File: src/rtl/cts_pkg.sv
`default_nettype none
package cts_pkg;
    localparam int MAX_TRACKS = 16;
    localparam int SLOT_BITS  = $clog2(MAX_TRACKS);
    localparam int ID_BITS    = 10;
    localparam int COORD_BITS = 12;
    localparam int SPEED_BITS = 10;
    localparam int TS_BITS    = 32;
    localparam int NUM_BITS   = 40;
    localparam int CFG_IDX_BITS = 3;
    localparam int CFG_DATA_BITS = 40;

    localparam logic [CFG_IDX_BITS-1:0] REG_MATCH_RADIUS = 3'd0;
    localparam logic [CFG_IDX_BITS-1:0] REG_ENTRY_LOW    = 3'd1;
    localparam logic [CFG_IDX_BITS-1:0] REG_ENTRY_HIGH   = 3'd2;
    localparam logic [CFG_IDX_BITS-1:0] REG_EXIT_LOW     = 3'd3;
    localparam logic [CFG_IDX_BITS-1:0] REG_EXIT_HIGH    = 3'd4;
    localparam logic [CFG_IDX_BITS-1:0] REG_SPEED_LIMIT  = 3'd5;
    localparam logic [CFG_IDX_BITS-1:0] REG_SPEED_NUM    = 3'd6;

    localparam logic CMD_DETECT = 1'b0;
    localparam logic CMD_EOF    = 1'b1;

    localparam logic [SPEED_BITS-1:0] SPEED_MAX = {SPEED_BITS{1'b1}};

    // controller to datapath
    typedef struct packed {
        logic                 load;      // capture input item, compute centre
        logic                 visit;     // test and update slot slot_idx
        logic                 alloc;     // allocate new track
        logic                 div_start; // start speed divide for slot_idx
        logic                 eof;       // end-of-frame sweep
        logic                 out_load;  // load output register
        logic                 out_new;
        logic                 out_last;
        logic [SLOT_BITS-1:0] slot_idx;
    } cts_cmd_t;

    // datapath to controller
    typedef struct packed {
        logic is_eof;
        logic hit;       // slot slot_idx matches
        logic div_done;
    } cts_stat_t;
endpackage
`default_nettype wire

File: src/rtl/centroid_tracker_speed_timer_unit.sv
`default_nettype none
// channel  | ports                          | direction
// s_       | s_valid/s_ready, box item      | in
// m_       | m_valid/m_ready, result        | out
// cfg_     | cfg_valid/cfg_ready, register  | in
// An end-of-frame item is decoded and then sweeps the table. A detection is decoded,
// then matched against all 16 slots; with no match a new track is allocated, else the
// slots are scanned up to the last match with a bit-serial 40-bit speed divide per match.
// A stalled result holds the scan; s_ready stays low until the item is done.
// Reset is synchronous; the track table needs no clearing pass.
module centroid_tracker_speed_timer_unit (
    input  wire logic aclk,
    input  wire logic aresetn,
    input  wire logic cfg_valid,
    output logic      cfg_ready,
    input  wire logic [cts_pkg::CFG_IDX_BITS-1:0]  cfg_index,
    input  wire logic [cts_pkg::CFG_DATA_BITS-1:0] cfg_data,
    input  wire logic s_valid,
    output logic      s_ready,
    input  wire logic s_command,
    input  wire logic [cts_pkg::COORD_BITS-1:0] s_box_x,
    input  wire logic [cts_pkg::COORD_BITS-1:0] s_box_y,
    input  wire logic [cts_pkg::COORD_BITS-1:0] s_box_w,
    input  wire logic [cts_pkg::COORD_BITS-1:0] s_box_h,
    input  wire logic [cts_pkg::TS_BITS-1:0]    s_timestamp,
    output logic      m_valid,
    input  wire logic m_ready,
    output logic [cts_pkg::ID_BITS-1:0]    m_track_id,
    output logic      m_new_object,
    output logic      m_table_full,
    output logic [cts_pkg::SPEED_BITS-1:0] m_speed,
    output logic      m_over_limit,
    output logic      m_passed_exit,
    output logic      m_last
);
    cts_pkg::cts_cmd_t  cmd;
    cts_pkg::cts_stat_t stat;

    assign cfg_ready = 1'b1;

    cts_controller u_ctrl (
        .aclk(aclk), .aresetn(aresetn), .s_valid(s_valid), .s_ready(s_ready),
        .m_valid(m_valid), .m_ready(m_ready), .cmd(cmd), .stat(stat)
    );

    cts_datapath u_dp (
        .aclk(aclk), .aresetn(aresetn), .cmd(cmd), .stat(stat),
        .cfg_valid(cfg_valid), .cfg_index(cfg_index), .cfg_data(cfg_data),
        .s_command(s_command), .s_box_x(s_box_x), .s_box_y(s_box_y),
        .s_box_w(s_box_w), .s_box_h(s_box_h), .s_timestamp(s_timestamp),
        .m_track_id(m_track_id), .m_new_object(m_new_object),
        .m_table_full(m_table_full), .m_speed(m_speed),
        .m_over_limit(m_over_limit), .m_passed_exit(m_passed_exit), .m_last(m_last)
    );
endmodule
`default_nettype wire

File: src/rtl/cts_divider.sv
`default_nettype none
module cts_divider (
    input  wire logic                           aclk,
    input  wire logic                           aresetn,
    input  wire logic                           start,
    input  wire logic [cts_pkg::NUM_BITS-1:0]   dividend,
    input  wire logic [cts_pkg::TS_BITS-1:0]    divisor,
    output logic                                done,
    output logic [cts_pkg::SPEED_BITS-1:0]      quotient
);
    localparam int CNT_BITS = $clog2(cts_pkg::NUM_BITS + 1);

    logic [cts_pkg::NUM_BITS-1:0] num_reg, num_next;
    logic [cts_pkg::TS_BITS:0]    rem_reg, rem_next;
    logic [cts_pkg::TS_BITS-1:0]  den_reg, den_next;
    logic [cts_pkg::NUM_BITS-1:0] q_reg, q_next;
    logic [CNT_BITS-1:0]          cnt_reg, cnt_next;
    logic                         busy_reg, busy_next;
    logic                         done_reg, done_next;
    logic [cts_pkg::TS_BITS:0]    shifted;

    always_comb begin
        num_next  = num_reg;
        rem_next  = rem_reg;
        den_next  = den_reg;
        q_next    = q_reg;
        cnt_next  = cnt_reg;
        busy_next = busy_reg;
        done_next = 1'b0;
        shifted   = {rem_reg[cts_pkg::TS_BITS-1:0], num_reg[cts_pkg::NUM_BITS-1]};
        if (start) begin
            num_next  = dividend;
            den_next  = divisor;
            rem_next  = '0;
            q_next    = '0;
            cnt_next  = CNT_BITS'(cts_pkg::NUM_BITS);
            busy_next = 1'b1;
        end else if (busy_reg) begin
            // restoring division, one quotient bit a cycle
            num_next = {num_reg[cts_pkg::NUM_BITS-2:0], 1'b0};
            if (shifted >= {1'b0, den_reg}) begin
                rem_next = shifted - {1'b0, den_reg};
                q_next   = {q_reg[cts_pkg::NUM_BITS-2:0], 1'b1};
            end else begin
                rem_next = shifted;
                q_next   = {q_reg[cts_pkg::NUM_BITS-2:0], 1'b0};
            end
            cnt_next = cnt_reg - 1'b1;
            if (cnt_reg == CNT_BITS'(1)) begin
                busy_next = 1'b0;
                done_next = 1'b1;
            end
        end
    end

    always_ff @(posedge aclk) begin
        num_reg <= num_next;
        rem_reg <= rem_next;
        den_reg <= den_next;
        q_reg   <= q_next;
        cnt_reg <= cnt_next;
        if (!aresetn) begin
            busy_reg <= 1'b0;
            done_reg <= 1'b0;
        end else begin
            busy_reg <= busy_next;
            done_reg <= done_next;
        end
    end

    assign done = done_reg;
    always_comb begin
        if (den_reg == '0)
            quotient = '0;
        else if (q_reg > cts_pkg::NUM_BITS'(cts_pkg::SPEED_MAX))
            quotient = cts_pkg::SPEED_MAX;
        else
            quotient = q_reg[cts_pkg::SPEED_BITS-1:0];
    end
endmodule
`default_nettype wire

File: src/rtl/cts_datapath.sv
`default_nettype none
module cts_datapath (
    input  wire logic                              aclk,
    input  wire logic                              aresetn,
    input  wire cts_pkg::cts_cmd_t                 cmd,
    output cts_pkg::cts_stat_t                     stat,
    input  wire logic                              cfg_valid,
    input  wire logic [cts_pkg::CFG_IDX_BITS-1:0]  cfg_index,
    input  wire logic [cts_pkg::CFG_DATA_BITS-1:0] cfg_data,
    input  wire logic                              s_command,
    input  wire logic [cts_pkg::COORD_BITS-1:0]    s_box_x,
    input  wire logic [cts_pkg::COORD_BITS-1:0]    s_box_y,
    input  wire logic [cts_pkg::COORD_BITS-1:0]    s_box_w,
    input  wire logic [cts_pkg::COORD_BITS-1:0]    s_box_h,
    input  wire logic [cts_pkg::TS_BITS-1:0]       s_timestamp,
    output logic [cts_pkg::ID_BITS-1:0]            m_track_id,
    output logic                                   m_new_object,
    output logic                                   m_table_full,
    output logic [cts_pkg::SPEED_BITS-1:0]         m_speed,
    output logic                                   m_over_limit,
    output logic                                   m_passed_exit,
    output logic                                   m_last
);
    localparam int CW = cts_pkg::COORD_BITS;
    localparam int N  = cts_pkg::MAX_TRACKS;

    logic [9:0]  radius_reg;
    logic [CW-1:0] entry_lo_reg, entry_hi_reg, exit_lo_reg, exit_hi_reg;
    logic [cts_pkg::SPEED_BITS-1:0] limit_reg;
    logic [cts_pkg::NUM_BITS-1:0]   num_reg;

    logic [N-1:0] valid_reg, seen_reg;
    logic [cts_pkg::ID_BITS-1:0] tid_reg [N];
    logic [CW-1:0] cx_s_reg [N];
    logic [CW-1:0] cy_s_reg [N];
    logic [cts_pkg::TS_BITS-1:0] entry_reg [N];
    logic [cts_pkg::TS_BITS-1:0] elapsed_reg [N];
    logic [N-1:0] passed_reg;
    logic [cts_pkg::ID_BITS-1:0] next_id_reg;

    logic          cmd_reg;
    logic [CW-1:0] cx_reg, cy_reg, y_reg;
    logic [cts_pkg::TS_BITS-1:0] ts_reg;
    logic [19:0]   r2_reg;

    logic [CW+1:0] cx_sum, cy_sum;
    logic [CW:0]   cx_full, cy_full;
    logic [CW-1:0] sel_x, sel_y;
    logic [CW:0]   dx, dy;
    logic [CW-1:0] adx, ady;
    logic [2*CW-1:0] sqx, sqy;
    logic [2*CW:0] d2;
    logic          in_entry, in_exit, hit;
    logic [cts_pkg::TS_BITS-1:0] cur_elapsed;

    logic          have_free;
    logic [cts_pkg::SLOT_BITS-1:0] free_idx;

    logic div_done;
    logic [cts_pkg::SPEED_BITS-1:0] quotient;

    logic [cts_pkg::ID_BITS-1:0] hit_id_reg;
    logic hit_passed_reg, full_reg;
    logic [cts_pkg::ID_BITS-1:0] new_id_reg;

    // 2*pos + size needs two bits over the coordinate width
    assign cx_sum  = {1'b0, s_box_x, 1'b0} + {2'b00, s_box_w};
    assign cy_sum  = {1'b0, s_box_y, 1'b0} + {2'b00, s_box_h};
    assign cx_full = cx_sum[CW+1:1];
    assign cy_full = cy_sum[CW+1:1];

    assign sel_x = cx_s_reg[cmd.slot_idx];
    assign sel_y = cy_s_reg[cmd.slot_idx];
    assign dx  = {1'b0, cx_reg} - {1'b0, sel_x};
    assign dy  = {1'b0, cy_reg} - {1'b0, sel_y};
    assign adx = dx[CW] ? CW'(-dx) : dx[CW-1:0];
    assign ady = dy[CW] ? CW'(-dy) : dy[CW-1:0];
    assign sqx = {CW'(0), adx} * {CW'(0), adx};
    assign sqy = {CW'(0), ady} * {CW'(0), ady};
    assign d2  = {1'b0, sqx} + {1'b0, sqy};
    assign hit = valid_reg[cmd.slot_idx] && (d2 < (2*CW+1)'(r2_reg));
    assign in_entry = (y_reg >= entry_lo_reg) && (y_reg <= entry_hi_reg);
    assign in_exit  = (y_reg >= exit_lo_reg) && (y_reg <= exit_hi_reg);
    assign cur_elapsed = in_exit
        ? ts_reg - (in_entry ? ts_reg : entry_reg[cmd.slot_idx])
        : elapsed_reg[cmd.slot_idx];

    always_comb begin
        have_free = 1'b0;
        free_idx  = '0;
        for (int i = N - 1; i >= 0; i--) begin
            if (!valid_reg[i]) begin
                have_free = 1'b1;
                free_idx  = cts_pkg::SLOT_BITS'(i);
            end
        end
    end

    cts_divider u_div (
        .aclk(aclk), .aresetn(aresetn), .start(cmd.div_start),
        .dividend(num_reg), .divisor(elapsed_reg[cmd.slot_idx]),
        .done(div_done), .quotient(quotient)
    );

    assign stat.is_eof   = (cmd_reg == cts_pkg::CMD_EOF);
    assign stat.hit      = hit;
    assign stat.div_done = div_done;

    always_ff @(posedge aclk) begin
        if (!aresetn) begin
            radius_reg   <= 10'd70;
            entry_lo_reg <= CW'(410);
            entry_hi_reg <= CW'(430);
            exit_lo_reg  <= CW'(235);
            exit_hi_reg  <= CW'(255);
            limit_reg    <= cts_pkg::SPEED_BITS'(80);
            num_reg      <= cts_pkg::NUM_BITS'(214150000);
            valid_reg    <= '0;
            seen_reg     <= '0;
            next_id_reg  <= '0;
        end else begin
            if (cfg_valid) begin
                case (cfg_index)
                    cts_pkg::REG_MATCH_RADIUS: radius_reg   <= cfg_data[9:0];
                    cts_pkg::REG_ENTRY_LOW:    entry_lo_reg <= cfg_data[CW-1:0];
                    cts_pkg::REG_ENTRY_HIGH:   entry_hi_reg <= cfg_data[CW-1:0];
                    cts_pkg::REG_EXIT_LOW:     exit_lo_reg  <= cfg_data[CW-1:0];
                    cts_pkg::REG_EXIT_HIGH:    exit_hi_reg  <= cfg_data[CW-1:0];
                    cts_pkg::REG_SPEED_LIMIT:  limit_reg    <= cfg_data[9:0];
                    cts_pkg::REG_SPEED_NUM:    num_reg      <= cfg_data;
                    default: ;
                endcase
            end
            if (cmd.eof) begin
                valid_reg <= valid_reg & seen_reg;
                seen_reg  <= '0;
            end
            if (cmd.visit && hit)
                seen_reg[cmd.slot_idx] <= 1'b1;
            if (cmd.alloc) begin
                next_id_reg <= next_id_reg + 1'b1;
                if (have_free) begin
                    valid_reg[free_idx] <= 1'b1;
                    seen_reg[free_idx]  <= 1'b1;
                end
            end
        end
    end

    always_ff @(posedge aclk) begin
        if (cmd.load) begin
            cmd_reg <= s_command;
            cx_reg  <= cx_full[CW] ? {CW{1'b1}} : cx_full[CW-1:0];
            cy_reg  <= cy_full[CW] ? {CW{1'b1}} : cy_full[CW-1:0];
            y_reg   <= s_box_y;
            ts_reg  <= s_timestamp;
            r2_reg  <= {10'b0, radius_reg} * {10'b0, radius_reg};
        end
        if (cmd.visit && hit) begin
            cx_s_reg[cmd.slot_idx] <= cx_reg;
            cy_s_reg[cmd.slot_idx] <= cy_reg;
            if (in_entry)
                entry_reg[cmd.slot_idx] <= ts_reg;
            elapsed_reg[cmd.slot_idx] <= cur_elapsed;
            if (y_reg < exit_lo_reg)
                passed_reg[cmd.slot_idx] <= 1'b1;
            hit_id_reg     <= tid_reg[cmd.slot_idx];
            hit_passed_reg <= passed_reg[cmd.slot_idx] || (y_reg < exit_lo_reg);
        end
        if (cmd.alloc) begin
            new_id_reg <= next_id_reg;
            full_reg   <= !have_free;
            if (have_free) begin
                tid_reg[free_idx]     <= next_id_reg;
                cx_s_reg[free_idx]    <= cx_reg;
                cy_s_reg[free_idx]    <= cy_reg;
                entry_reg[free_idx]   <= '0;
                elapsed_reg[free_idx] <= '0;
                passed_reg[free_idx]  <= 1'b0;
            end
        end
        if (cmd.out_load) begin
            m_last <= cmd.out_last;
            if (cmd.out_new) begin
                m_track_id    <= new_id_reg;
                m_new_object  <= 1'b1;
                m_table_full  <= full_reg;
                m_speed       <= '0;
                m_over_limit  <= 1'b0;
                m_passed_exit <= 1'b0;
            end else begin
                m_track_id    <= hit_id_reg;
                m_new_object  <= 1'b0;
                m_table_full  <= 1'b0;
                m_speed       <= quotient;
                m_over_limit  <= quotient > limit_reg;
                m_passed_exit <= hit_passed_reg;
            end
        end
    end
endmodule
`default_nettype wire

File: src/rtl/cts_controller.sv
`default_nettype none
module cts_controller (
    input  wire logic          aclk,
    input  wire logic          aresetn,
    input  wire logic          s_valid,
    output logic               s_ready,
    output logic               m_valid,
    input  wire logic          m_ready,
    output cts_pkg::cts_cmd_t  cmd,
    input  wire cts_pkg::cts_stat_t stat
);
    localparam logic [2:0] ST_IDLE  = 3'd0;
    localparam logic [2:0] ST_DECO  = 3'd1;
    localparam logic [2:0] ST_SCAN  = 3'd2;
    localparam logic [2:0] ST_DIV   = 3'd3;
    localparam logic [2:0] ST_EMIT  = 3'd4;
    localparam logic [2:0] ST_ALLOC = 3'd5;
    localparam logic [2:0] ST_NEMIT = 3'd6;
    localparam logic [2:0] ST_MARK  = 3'd7;

    localparam int SB = cts_pkg::SLOT_BITS;
    localparam int N  = cts_pkg::MAX_TRACKS;

    logic [2:0]    state_reg, state_next;
    logic [SB-1:0] idx_reg, idx_next;
    logic [N-1:0]  mask_reg, mask_next;   // slots that match this item
    logic          pend_reg, pend_next;   // hit waiting for output register
    logic          mv_reg, mv_next;
    logic          is_end;
    logic          out_free;
    logic          more_hits;

    assign is_end   = (idx_reg == SB'(cts_pkg::MAX_TRACKS - 1));
    assign out_free = !mv_reg || m_ready;
    assign s_ready  = (state_reg == ST_IDLE) && !pend_reg;
    assign m_valid  = mv_reg;

    always_comb begin
        more_hits = 1'b0;
        for (int j = 0; j < N; j++) begin
            if (mask_reg[j] && (SB'(j) > idx_reg))
                more_hits = 1'b1;
        end
    end

    always_comb begin
        state_next = state_reg;
        idx_next   = idx_reg;
        mask_next  = mask_reg;
        pend_next  = pend_reg;
        mv_next    = mv_reg && !m_ready;
        cmd        = '0;
        cmd.slot_idx = idx_reg;
        case (state_reg)
            ST_IDLE: begin
                if (s_valid && s_ready) begin
                    cmd.load   = 1'b1;
                    state_next = ST_DECO;
                end
            end
            ST_DECO: begin
                idx_next  = '0;
                mask_next = '0;
                if (stat.is_eof) begin
                    cmd.eof    = 1'b1;
                    state_next = ST_IDLE;
                end else begin
                    state_next = ST_MARK;
                end
            end
            ST_MARK: begin
                // find every matching slot first so the last result is known
                mask_next[idx_reg] = stat.hit;
                if (is_end) begin
                    idx_next   = '0;
                    state_next = (mask_next == '0) ? ST_ALLOC : ST_SCAN;
                end else begin
                    idx_next = idx_reg + 1'b1;
                end
            end
            ST_SCAN: begin
                cmd.visit = 1'b1;
                if (stat.hit) begin
                    state_next = ST_DIV;
                end else if (is_end) begin
                    state_next = ST_IDLE;
                end else begin
                    idx_next = idx_reg + 1'b1;
                end
            end
            ST_DIV: begin
                // elapsed of this slot now settled
                cmd.div_start = 1'b1;
                state_next    = ST_EMIT;
            end
            ST_EMIT: begin
                if (stat.div_done) pend_next = 1'b1;
                if (pend_reg || stat.div_done) begin
                    if (out_free) begin
                        cmd.out_load = 1'b1;
                        cmd.out_last = !more_hits;
                        mv_next      = 1'b1;
                        pend_next    = 1'b0;
                        if (!more_hits) begin
                            state_next = ST_IDLE;
                        end else begin
                            idx_next   = idx_reg + 1'b1;
                            state_next = ST_SCAN;
                        end
                    end
                end
            end
            ST_ALLOC: begin
                cmd.alloc  = 1'b1;
                state_next = ST_NEMIT;
            end
            ST_NEMIT: begin
                if (out_free) begin
                    cmd.out_load = 1'b1;
                    cmd.out_new  = 1'b1;
                    cmd.out_last = 1'b1;
                    mv_next      = 1'b1;
                    state_next   = ST_IDLE;
                end
            end
            default: state_next = ST_IDLE;
        endcase
    end

    always_ff @(posedge aclk) begin
        if (!aresetn) begin
            state_reg <= ST_IDLE;
            idx_reg   <= '0;
            mask_reg  <= '0;
            pend_reg  <= 1'b0;
            mv_reg    <= 1'b0;
        end else begin
            state_reg <= state_next;
            idx_reg   <= idx_next;
            mask_reg  <= mask_next;
            pend_reg  <= pend_next;
            mv_reg    <= mv_next;
        end
    end

`ifndef NO_ASSERTIONS
    a_load_idle: assert property (@(posedge aclk) disable iff (!aresetn)
        cmd.load |-> state_reg == ST_IDLE) else $error("load outside idle");
    a_out_room: assert property (@(posedge aclk) disable iff (!aresetn)
        cmd.out_load |-> out_free) else $error("output overwritten");
    a_alloc_nohit: assert property (@(posedge aclk) disable iff (!aresetn)
        cmd.alloc |-> mask_reg == '0) else $error("alloc after hit");
`endif
endmodule
`default_nettype wire
File: config.mk
export PLATFORM = sky130hd
export DESIGN_NAME = centroid_tracker_speed_timer_unit
export DESIGN_NICKNAME = d
export VERILOG_FILES = /design/src/rtl/cts_pkg.sv /design/src/rtl/centroid_tracker_speed_timer_unit.sv /design/src/rtl/cts_divider.sv /design/src/rtl/cts_datapath.sv /design/src/rtl/cts_controller.sv
export SDC_FILE = /design/constraint.sdc
export NUM_CORES = 2
export LEC_CHECK = 0
export ABC_AREA = 1
export BUFFER_PORTS_ARGS = -buffer_cell sky130_fd_sc_hd__buf_2
export CORE_MARGIN = 5
export CORE_UTILIZATION = 45
export DETAILED_ROUTE_END_ITERATION = 8
export GPL_TIMING_DRIVEN = 0
export HOLD_SLACK_MARGIN = 0.03
export PLACE_DENSITY = 0.68
export SYNTH_ARGS = -nofsm -noshare
export SYNTH_HDL_FRONTEND = slang
export SYNTH_SLANG_ARGS = --single-unit
File: constraint.sdc
create_clock -name aclk -period 29.7 [get_ports aclk]
set_input_delay 7.425 -clock aclk [delete_from_list [all_inputs] [get_ports aclk]]
set_output_delay 7.425 -clock aclk [all_outputs]
set_load 0.01 [all_outputs]
==> impl_metrics.prom <==
# TYPE chip_impl_metric gauge
chip_impl_metric{name="placedInstanceArea",unit="µm²"} 106000
chip_impl_metric{name="finalSetupViolCount",unit=""} 0
chip_impl_metric{name="place_congestion",unit=""} 0.948
chip_impl_info{name="worstSetupEndpointType",value="flop"} 1
chip_impl_metric{name="final.setup.tns",unit="ns"} 0
chip_impl_info{name="hp-class",value="reg2reg"} 1
chip_impl_metric{name="clk_transition_reported_paths",unit="ns"} 0.06
chip_impl_metric{name="antenna_found_initial",unit=""} 11
chip_impl_metric{name="worstMarginPinSlew",unit="ns"} 1.45
chip_impl_metric{name="cts.repair.resized",unit=""} 0
chip_impl_metric{name="arrival",unit="ns"} 18.19
chip_impl_metric{name="synth_top_area_share",unit="%"} 53.6
chip_impl_metric{name="numCtsBuffers",unit=""} 202
chip_impl_metric{name="post-route-cell-area",unit="µm²"} 113000
chip_impl_metric{name="worst_hold_slack",unit="ns"} 0.453
chip_impl_metric{name="worst_clock_skew",unit="ns"} 0.0574
chip_impl_metric{name="post-route-drc-count",unit=""} 0
chip_impl_info{name="critical_path.slowest_cell",value="sky130_fd_sc_hd__clkbuf_1"} 1
chip_impl_metric{name="peak_clock_frequency_supported_by_timing",unit="GHz"} 0.0567
chip_impl_metric{name="grtUsageMet2",unit="%"} 41.3
chip_impl_metric{name="dr.pass1.iters",unit=""} 8
chip_impl_info{name="setup_repair_after_global_routing_missed_its_margin",value="no"} 1
chip_impl_info{name="tritoncts",value="done"} 1
chip_impl_info{name="status",value="completed"} 1
chip_impl_metric{name="slew_headroom",unit="%"} 3.17
chip_impl_metric{name="dieHeight",unit="µm"} 480
chip_impl_metric{name="reg2reg_setup_slack",unit="ns"} 12.07
chip_impl_metric{name="number_of_global_route_vias_before_repair",unit=""} 69400
chip_impl_info{name="yosys.cell_count.top_type",value="sky130_fd_sc_hd__edfxtp_1"} 1
chip_impl_metric{name="grtUsageTotal",unit="%"} 25.7
chip_impl_metric{name="number_of_h_tree_levels",unit=""} 4
chip_impl_metric{name="worstRegToRegCells",unit=""} 59
chip_impl_metric{name="ys_ff_latch",unit=""} 2050
chip_impl_metric{name="synth.net_count",unit=""} 9607
chip_impl_metric{name="dieArea",unit="µm²"} 230000
chip_impl_metric{name="routedWlPerCell",unit="µm"} 24.3
chip_impl_metric{name="synth_warn",unit=""} 0
chip_impl_metric{name="hpwlAfterDp",unit="µm"} 218000
chip_impl_metric{name="std_cell_rows",unit=""} 172
chip_impl_metric{name="postRouteAntennaNets",unit=""} 0
chip_impl_metric{name="cp.depth",unit=""} 59
chip_impl_info{name="ff_to_ff_end",value="u_dp.entry_reg[15][15]"} 1
chip_impl_metric{name="finalCoreUtilization",unit="%"} 51.2
chip_impl_metric{name="synth.yosys.seq_area_share",unit="%"} 59.1
chip_impl_metric{name="count_of_buffers_from_port_buffering",unit=""} 152
chip_impl_info{name="netlist.top_cell.by_area",value="sky130_fd_sc_hd__edfxtp_1"} 1
chip_impl_metric{name="quantity_of_hold_fixing_buffers_added_after_cts",unit=""} 0
chip_impl_metric{name="final_net_count",unit=""} 10100
chip_impl_metric{name="critical_path_peak_fanout",unit=""} 11
chip_impl_metric{name="fraction_of_synthesis_flops_using_an_asynchronous_set_or_reset_pin",unit="%"} 0
chip_impl_info{name="synth_flop_cell",value="sky130_fd_sc_hd__edfxtp_1"} 1
chip_impl_metric{name="groute.layer.met1.usage",unit="%"} 34.6
chip_impl_metric{name="num_vias",unit=""} 71400
chip_impl_metric{name="detail_route.wirelength",unit="µm"} 304000
chip_impl_metric{name="post_synth.cell_area_avg",unit="µm²"} 11.2
chip_impl_metric{name="worst_skew_pair.late_latency",unit="ns"} 0.87
chip_impl_info{name="critical_path.most_common_cell",value="sky130_fd_sc_hd__nand2_1"} 1
chip_impl_info{name="busiest_layer",value="met2"} 1
chip_impl_metric{name="starting_density_of_the_core",unit="%"} 45.3
chip_impl_metric{name="synthesis.area",unit="µm²"} 99400
chip_impl_metric{name="core_area",unit="µm²"} 220000
chip_impl_metric{name="drt_first_iter_violations",unit=""} 8581
chip_impl_info{name="type_of_element_launching_the_critical_path",value="flop"} 1
chip_impl_metric{name="post_drt_via_cell_ratio",unit=""} 5.72
chip_impl_metric{name="crit_path_max_incr_delay",unit="ns"} 0.85
chip_impl_metric{name="cp_num_buf_inv",unit=""} 15
chip_impl_metric{name="timing.final.max_slew_violations",unit=""} 0
chip_impl_metric{name="finalCriticalPeriod",unit="ns"} 17.63
chip_impl_info{name="root_buffer",value="sky130_fd_sc_hd__clkbuf_16"} 1
chip_impl_metric{name="synth_edf_count",unit=""} 1775
chip_impl_metric{name="area_delta_synth_final",unit="%"} 13.2
chip_impl_info{name="worst-setup-path-type",value="reg2reg"} 1
chip_impl_metric{name="max_cap_violations",unit=""} 0
chip_impl_info{name="crit_family",value="simple AND/OR/NAND/NOR gates"} 1
chip_impl_metric{name="drive_gt1_share",unit="%"} 8.00
chip_impl_metric{name="floorplan.die.width",unit="µm"} 480
chip_impl_metric{name="ys_types",unit=""} 69
chip_impl_metric{name="cp_data_required_time",unit="ns"} 30.26
chip_impl_info{name="yosys-top-cells-count",value="1775 x sky130_fd_sc_hd__edfxtp_1, 1251 x sky130_fd_sc_hd__inv_1, 985 x sky130_fd_sc_hd__nand2_1"} 1
chip_impl_metric{name="clockBufferDepth",unit=""} 3
chip_impl_info{name="leading_cell_types_by_total_area_after_synthesis",value="sky130_fd_sc_hd__edfxtp_1 54%, sky130_fd_sc_hd__dfxtp_1 5.5%, sky130_fd_sc_hd__fa_1 5.1%"} 1
chip_impl_metric{name="hold_violations",unit=""} 0
chip_impl_metric{name="period_share",unit="%"} 59.4
chip_impl_metric{name="tritoncts_sink_count",unit=""} 2050
chip_impl_info{name="critical_path.endpoint",value="u_dp.entry_reg[15][15]"} 1
chip_impl_metric{name="global_route.usage.met3",unit="%"} 5.47
chip_impl_metric{name="post-cts-setup-buffers",unit=""} 0
chip_impl_metric{name="grt.overflow.total",unit=""} 0
chip_impl_metric{name="grt_max_degree",unit=""} 44
chip_impl_metric{name="cells_after_synth",unit=""} 8877
chip_impl_metric{name="global_route_wire_length_before_repair",unit="µm"} 446000
chip_impl_metric{name="boundaryPins",unit=""} 157
placed cells by master (no fill, tap or decap), drive strengths merged, types with 7 or more instances in the layout:
| master | instances |
|---|---|
| nand3 | 189 |
| o22ai | 20 |
| a21oi | 654 |
| mux2 | 7 |
| o21bai | 13 |
| o211ai | 335 |
| edfxtp | 1775 |
| dfxtp | 275 |
| diode | 7 |
| clkinvlp | 9 |
| buf | 396 |
| bufinv | 15 |
| fa | 251 |
| nand2 | 995 |
| nor4 | 23 |
| a31oi | 26 |
| a21o | 11 |
| nor2 | 604 |
| inv | 1277 |
| ha | 350 |
| o21a | 21 |
| nor3 | 64 |
| o311ai | 12 |
| nand3b | 8 |
| clkinv | 87 |
| a221oi | 7 |
| clkbuf | 544 |
| xnor2 | 48 |
| a22oi | 40 |
| or2 | 22 |
| o21ai | 894 |
| xor2 | 90 |
| nand4 | 39 |
| mux2i | 350 |
| a21boi | 12 |
| o221ai | 31 |
area by class of cell:
cell class,count,area (µm²)
sequential,2050,58800
buffer,408,1660
fill,19000,107000
clock buffer,266,5400
clock inverter,112,1220
antenna,7,17.5
timing repair buffer,266,2540
multi-input combinational,5143,34400
inverter,1276,4790
tap,2958,3700
cell families (layout without fill, tap and decap cells):
group,count (synthesis),after routing,share of synthesized area [%]
xor+xnor,138,138,1.25
fa+ha+maj,601,601,9.46
buf+inv,1684,2328,6.49
compound gates,2094,2094,12.0
other cells,1,8,0.00377
flops,2050,2050,59.1
simple gates,1952,1952,8.09
mux,357,357,3.60
how the worst min path moves through the flow:
stage / depth (start not counted) / endpoint / slack [ns] / start
after floorplan: 0 / u_dp.r2_reg[0] / 0.43 / u_dp.radius_reg[0]
after global placement: 2 / u_dp.num_reg[5] / 0.44 / u_dp.num_reg[5]
after detailed placement: 2 / u_dp.num_reg[5] / 0.45 / u_dp.num_reg[5]
after CTS: 2 / u_dp.passed_reg[5] / 0.46 / u_dp.passed_reg[5]
after global routing: 2 / u_dp.passed_reg[5] / 0.47 / u_dp.passed_reg[5]
final: 2 / u_dp.passed_reg[5] / 0.45 / u_dp.passed_reg[5]
routing by layer:
| layer | part of all wire [%] | wire length, µm | vias up |
|---|---|---|---|
| li1 | - | - | 31800 |
| met2 | 46 | 139000 | 4010 |
| met3 | 11 | 32900 | 740 |
| met4 | 4.4 | 13300 | 8 |
| met5 | 0.018 | 56 | - |
| met1 | 39 | 119000 | 34900 |
metrics by stage:
stage / cells / setup slack (ns)
global route: 12500 / 11.47
floorplan: 8877 / 14.63
finish: 12500 / 12.07
CTS: 12500 / 12.20
detailed placement: 12100 / 12.27
global placement: 12000 / 8.23
tightest hold or removal path, delay by kind of cell (launching register included):
family	cells	cell delay [ns]
AOI/OAI and AO/OA	1	0.05
buffers and inverters	1	0.06
DFF	1	0.30
Power is left out: the tool's default activity adds up to more than one toggle a clock period on the data nets, which glitch-free logic cannot reach.
